## config.mk

```make
export PLATFORM = sky130hd
export DESIGN_NAME = ffba_ctrl
export DESIGN_NICKNAME = d
export VERILOG_FILES = /design/src/ffba_pkg.sv /design/src/ffba_ctrl.sv
export VERILOG_INCLUDE_DIRS = /design/src /design/src/src
export SDC_FILE = /design/constraint.sdc
export NUM_CORES = 1
export LEC_CHECK = 0
export ABC_CLOCK_PERIOD_IN_PS = 2000
export BUFFER_PORTS_ARGS = -buffer_cell sky130_fd_sc_hd__buf_2
export CORE_MARGIN = 2
export CORE_UTILIZATION = 32
export DETAILED_ROUTE_END_ITERATION = 10
export SYNTH_ARGS = -nofsm -noshare
export SYNTH_HDL_FRONTEND = slang
export SYNTH_SLANG_ARGS = --single-unit
export TNS_END_PERCENT = 10
```

## constraint.sdc

```tcl
create_clock -name clk -period 2 [get_ports clk]
set_input_delay 0.1 -clock clk [delete_from_list [all_inputs] [get_ports clk]]
set_output_delay 0.1 -clock clk [all_outputs]
set_load 0.01 [all_outputs]
```

## src/first_fit_block_allocator_assert.svh

```systemverilog
// Assertion macros used by the allocator controller.
// Included by files that check their own control logic; no other dependencies.
`ifndef FIRST_FIT_BLOCK_ALLOCATOR_ASSERT_SVH
`define FIRST_FIT_BLOCK_ALLOCATOR_ASSERT_SVH

// Same-cycle implication, disabled while reset is high.
`define FFBA_ASSERT_IMP(label, clk, rst, ante, cons) \
  label: assert property (@(posedge clk) disable iff (rst) (ante) |-> (cons)) \
    else $error("allocator check failed");

// Next-cycle implication, disabled while reset is high.
`define FFBA_ASSERT_NXT(label, clk, rst, ante, cons) \
  label: assert property (@(posedge clk) disable iff (rst) (ante) |=> (cons)) \
    else $error("allocator check failed");

`endif

```

## src/ffba_pkg.sv

```systemverilog
// Shared types and constants of the first-fit block allocator.
// Used by the controller, the datapath and the top level; no dependencies.
`default_nettype none

package ffba_pkg;

  localparam int LEN_W   = 10;
  localparam int ENTRY_W = 11;
  localparam int POOL_W  = 11;
  localparam int H_W     = 12;
  localparam int WANT_W  = 12;
  localparam int HDR_LIMIT = 1024;

  localparam logic [POOL_W-1:0] POOL_RESET = 11'd1024;
  localparam logic [POOL_W-1:0] POOL_MIN   = 11'd2;

  localparam logic STATUS_OK   = 1'b0;
  localparam logic STATUS_FAIL = 1'b1;

  typedef enum logic {
    OP_ALLOC = 1'b0,
    OP_FREE  = 1'b1
  } op_t;

  typedef enum logic [2:0] {
    WR_NONE,
    WR_TAKE_WANT,
    WR_TAKE_WHOLE,
    WR_SPLIT_TAIL,
    WR_FREE_SOLO,
    WR_FREE_MERGE
  } wr_t;

  typedef enum logic [2:0] {
    FIN_NONE,
    FIN_FAIL,
    FIN_WANT,
    FIN_LEN,
    FIN_FREE
  } fin_t;

  typedef struct packed {
    logic load;
    logic rd_cur;
    logic rd_next;
    logic step;
    logic keep_len;
    wr_t  wr;
    fin_t fin;
    logic publish;
  } cmd_t;

  typedef struct packed {
    op_t  op;
    logic h_in_pool;
    logic h_below_target;
    logic h_at_target;
    logic fits;
    logic split;
    logic nxt_in_pool;
    logic next_free;
  } sts_t;

endpackage

`default_nettype wire

```

## src/ffba_ctrl.sv

```systemverilog
// Controller of the allocator: walks headers by issuing commands to ffba_dp.
// Depends on ffba_pkg and the assertion macro header.
`default_nettype none
`include "first_fit_block_allocator_assert.svh"

module ffba_ctrl (
  input  wire logic           clk,
  input  wire logic           rst,
  input  wire logic           s_tvalid,
  output logic                s_tready,
  output logic                m_tvalid,
  input  wire logic           m_tready,
  input  wire ffba_pkg::sts_t sts,
  output ffba_pkg::cmd_t      cmd
);
  import ffba_pkg::*;

  typedef enum logic [2:0] {
    ST_IDLE,
    ST_RD,
    ST_EV,
    ST_SPLIT,
    ST_FHDR,
    ST_FNX,
    ST_FMG,
    ST_DONE
  } state_t;

  state_t state;
  state_t state_next;

  always_comb begin
    cmd        = '0;
    cmd.wr     = WR_NONE;
    cmd.fin    = FIN_NONE;
    state_next = state;
    case (state)
      ST_IDLE: begin
        if (s_tvalid && s_tready) begin
          cmd.load   = 1'b1;
          state_next = ST_RD;
        end
      end
      ST_RD: begin
        if (sts.op == OP_ALLOC) begin
          if (sts.h_in_pool) begin
            cmd.rd_cur = 1'b1;
            state_next = ST_EV;
          end else begin
            cmd.fin    = FIN_FAIL;
            state_next = ST_DONE;
          end
        end else if (sts.h_in_pool && sts.h_below_target) begin
          cmd.rd_cur = 1'b1;
          state_next = ST_EV;
        end else if (sts.h_in_pool && sts.h_at_target) begin
          cmd.rd_cur = 1'b1;
          state_next = ST_FHDR;
        end else begin
          cmd.fin    = FIN_FAIL;
          state_next = ST_DONE;
        end
      end
      ST_EV: begin
        if (sts.op == OP_ALLOC && sts.fits) begin
          if (sts.split) begin
            cmd.wr       = WR_TAKE_WANT;
            cmd.keep_len = 1'b1;
            state_next   = ST_SPLIT;
          end else begin
            cmd.wr     = WR_TAKE_WHOLE;
            cmd.fin    = FIN_LEN;
            state_next = ST_DONE;
          end
        end else begin
          cmd.step   = 1'b1;
          state_next = ST_RD;
        end
      end
      ST_SPLIT: begin
        cmd.wr     = WR_SPLIT_TAIL;
        cmd.fin    = FIN_WANT;
        state_next = ST_DONE;
      end
      ST_FHDR: begin
        cmd.keep_len = 1'b1;
        state_next   = ST_FNX;
      end
      ST_FNX: begin
        if (sts.nxt_in_pool) begin
          cmd.rd_next = 1'b1;
          state_next  = ST_FMG;
        end else begin
          cmd.wr     = WR_FREE_SOLO;
          cmd.fin    = FIN_FREE;
          state_next = ST_DONE;
        end
      end
      ST_FMG: begin
        cmd.wr     = sts.next_free ? WR_FREE_MERGE : WR_FREE_SOLO;
        cmd.fin    = FIN_FREE;
        state_next = ST_DONE;
      end
      ST_DONE: begin
        if (!m_tvalid || m_tready) begin
          cmd.publish = 1'b1;
          state_next  = ST_IDLE;
        end
      end
      default: state_next = ST_IDLE;
    endcase
  end

  always_ff @(posedge clk) begin
    if (rst) begin
      state    <= ST_IDLE;
      s_tready <= 1'b0;
      m_tvalid <= 1'b0;
    end else begin
      state    <= state_next;
      s_tready <= state_next == ST_IDLE;
      if (cmd.publish) begin
        m_tvalid <= 1'b1;
      end else if (m_tready) begin
        m_tvalid <= 1'b0;
      end
    end
  end

  `FFBA_ASSERT_IMP(a_ready_only_idle, clk, rst, s_tready, state == ST_IDLE)
  `FFBA_ASSERT_IMP(a_no_overwrite, clk, rst, m_tvalid && !m_tready, !cmd.publish)
  `FFBA_ASSERT_NXT(a_one_in_flight, clk, rst, s_tvalid && s_tready, !s_tready)

endmodule

`default_nettype wire

```

==> Implementation_results.wiki <==
{| class="wikitable"
! Metric !! Value
|-
| Run status || finished, final reports clean
|-
| Number of antenna violations at the first check in global routing || 0
|-
| Setup violation total in the final timing report || 0
|-
| Achievable frequency || 0.612 GHz
|-
| Remaining design rule violation count || 0
|-
| Global placer's final weighted congestion || 0.802
|-
| Final Max Tran Viols || 0
|-
| Hold Slack || 0.0890 ns
|-
| Starting Density || 0.354
|-
| ANT nets after route || 0
|-
| 1st-pass router iterations || 4
|-
| Tightest slew margin relative to the limit || 0.681
|-
| Netlist area before placement || 472 um^2
|-
| Syn. warnings || 0
|-
| Post-CTS setup buffers || 0
|-
| Post-cts resize count || 0
|-
| Slew at the pin closest to its max-slew limit || 0.478 ns
|-
| Post-route cell area || 622 um^2
|-
| Proportion of layout cells with a drive suffix above 1 || 0.344
|-
| Hold Crit Class || input port to flip-flop
|-
| CTS hold repair buffers || 0
|-
| Synth Instances || 64
|-
| Total wirelength of the detailed-routed design || 1140 um
|-
| Part of the total power dissipated in combinational logic || 0.531
|-
| Clock tree from TritonCTS || built
|-
| Share of the core filled with cells in the final layout || 0.466
|-
| CORE AREA || 1330 um^2
|-
| Final period demand of the worst path || 1.63 ns
|-
| Switching portion of total power || 0.428
|-
| Total vias in the final route || 532
|-
| Internal || 402 uW
|-
| Highest ir drop seen on vdd || 0.557 mV
|-
| Data arrival time of the critical path || 1.53 ns
|-
| WP data required || 1.90 ns
|-
| Post-synthesis register bit count || 5
|-
| Vias in the first global route || 462
|-
| Reg clk slew, reported paths || 0.04 ns
|-
| Top fanout value on the critical path || 14
|-
| Fin crit share || 0.817
|-
| DP Wirelength || 891 um
|-
| Average wire per standard cell || 10.8 um
|-
| Number of ports placed on the die boundary || 26
|-
| Setup Crit Path Kind || flip-flop to output port
|-
| Setup skew after layout || 0.00240 ns
|-
| Largest net degree at the start of global routing || 15
|-
| Total power || 704 uW
|-
| Area growth from synthesis to layout || 31.8%
|-
| Critical path startpoint category || flip-flop
|-
| Hold Vio Cnt, Final || 0
|-
| Clock Latency Late Sink || 0.24 ns
|-
| Total congestion overflow after global routing || 0
|-
| Cell area reported after detailed placement || 596 um^2
|-
| Part of the total power dissipated in sequential elements || 0.308
|-
| Gr usage total || 0.133
|-
| Proportion of synthesized chip area in sequential cells || 0.212
|-
| Area of the die || 1800 um^2
|-
| Quantity of I/O buffers inserted on ports || 25
|-
| Total leakage power || 0.000293 uW
|-
| # Max-Cap Violations || 0
|-
| Total clock buffers created by CTS || 3
|-
| Unrepaired setup endpoints after global routing || false
|-
| Diodes inserted || 0
|-
| Via-to-Cell Ratio || 5.07
|-
| Final-layout setup total negative slack || 0 ns
|-
| Die outline height || 42.4 um
|-
| Maximum buffer depth of the clock tree || 2
|-
| Die Wd || 42.4 um
|-
| Psw || 301 uW
|-
| Critical path capture point type || output port
|-
| Number of nets in the layout || 103
|-
| Wire length of the first global-routing pass || 1840 um
|-
| Initial detailed-routing violation count || 12
|-
| CTS HTree Levels || 1
|-
| Cell variety after synth || 24
|-
| CTS root buf || sky130_fd_sc_hd__clkbuf_4
|-
| # clock sinks || 5
|-
| Clock share of power || 0.161
|-
| Average cell area after synthesis || 7.37 um^2
|-
| Syn_nets || 76
|-
| Std cell rows || 13
|-
| PD cells || 1130 nW/um^2
|-
| Filler Cells Inserted || 156
|}
==> cells in the mapped netlist <==
cell type,instances,area (um^2)
sky130_fd_sc_hd__clkbuf_1,1,3.75
sky130_fd_sc_hd__o22a_1,1,8.76
sky130_fd_sc_hd__nor2b_1,9,56.3
sky130_fd_sc_hd__nand2b_1,2,12.5
sky130_fd_sc_hd__a2111oi_4,1,27.5
sky130_fd_sc_hd__nor3b_1,5,37.5
sky130_fd_sc_hd__and3_1,2,12.5
sky130_fd_sc_hd__o21ai_0,3,15.0
sky130_fd_sc_hd__o32a_1,1,10.0
sky130_fd_sc_hd__a22oi_1,2,15.0
sky130_fd_sc_hd__nand3_1,2,10.0
sky130_fd_sc_hd__nor2_1,10,37.5
sky130_fd_sc_hd__and2_1,1,6.26
sky130_fd_sc_hd__dfxtp_1,5,100
sky130_fd_sc_hd__nor4b_2,1,15.0
sky130_fd_sc_hd__inv_1,2,7.51
sky130_fd_sc_hd__buf_4,1,7.51
sky130_fd_sc_hd__nand4b_1,2,17.5
sky130_fd_sc_hd__a31oi_1,1,6.26
sky130_fd_sc_hd__a21oi_1,5,25.0
sky130_fd_sc_hd__buf_2,1,5.00
sky130_fd_sc_hd__o22ai_1,2,12.5
sky130_fd_sc_hd__nand2_1,3,11.3
sky130_fd_sc_hd__buf_6,1,11.3
==> logic make-up after synthesis <==
kind of cell | share of synthesized area
and+or+nand+nor | 0.459
AOI/OAI and AO/OA | 0.255
buffers and inverters | 0.0743
DFF | 0.212
==> metal layers <==
layer / vias up / wire length, um / GRT usage
met5: - / 0 / 0
met4: 0 / 0 / 0.0750
met3: 0 / 96 / 0.0345
met2: 22 / 532 / 0.212
met1: 231 / 508 / 0.160
li1: 279 / - / -
==> layout by cell type (no fill, tap or decap), types with 3 or more instances in the layout <==
cell                       synthesis  layout
sky130_fd_sc_hd__dfxtp_1           5       5
sky130_fd_sc_hd__nand2_1           3       3
sky130_fd_sc_hd__nor2_1           10      10
sky130_fd_sc_hd__nor3b_1           5       5
sky130_fd_sc_hd__o21ai_0           3       3
sky130_fd_sc_hd__buf_2             1      25
sky130_fd_sc_hd__nor2b_1           9       9
sky130_fd_sc_hd__clkbuf_4          0       3
sky130_fd_sc_hd__a21oi_1           5       5
==> area by class of cell <==
type / instances / area (um^2) / area share
clock buffer: 4 / 26.3 / 0.0423
inverter: 2 / 7.51 / 0.0121
multi-input combinational: 53 / 337 / 0.541
sequential: 5 / 100 / 0.161
tap: 15 / 18.8 / 0.0302
timing repair buffer: 26 / 133 / 0.213
==> per-stage QoR <==
stage | instances | worst slack, ns
after detailed placement | 101 | 0.542
after CTS | 105 | 0.336
after global routing | 105 | 0.192
final | 105 | 0.366
after floorplan | 64 | 0.833
after global placement | 101 | 0.588
==> worst max-delay path, cell delays in order (launching register included) <==
cell and delay (ns):
sky130_fd_sc_hd__dfxtp_1 0.61, sky130_fd_sc_hd__nor2b_1 0.31, sky130_fd_sc_hd__a21oi_1 0.13, sky130_fd_sc_hd__nor2b_1 0.11, sky130_fd_sc_hd__buf_2 0.13
==> power by group through the flow <==
stage               Sequential, uW  Clock [uW]  Combinational (uW)
floorplan                      165           0                 342
global placement               216           0                 374
detailed placement             220           0                 375
CTS                            218         119                 376
global route                   227         125                 421
finish                         217         113                 373
==> registers in the layout, summed over array words and instances, names as in the netlist <==
| signal | cells |
|---|---|
| m_tvalid | 1 |
| s_tready | 1 |
| state | 3 |
==> final timing paths <==
| check | startpoint | to | slack [ns] | depth (start not counted) |
|---|---|---|---|---|
| max | state[0] | cmd[3] | 0.37 | 4 |
| min | rst | state[1] | 0.09 | 2 |
| max reg2reg | state[1] | s_tready | 0.52 | 4 |
| min reg2reg | m_tvalid | m_tvalid | 0.68 | 3 |
(Power assumes the default switching activity.)
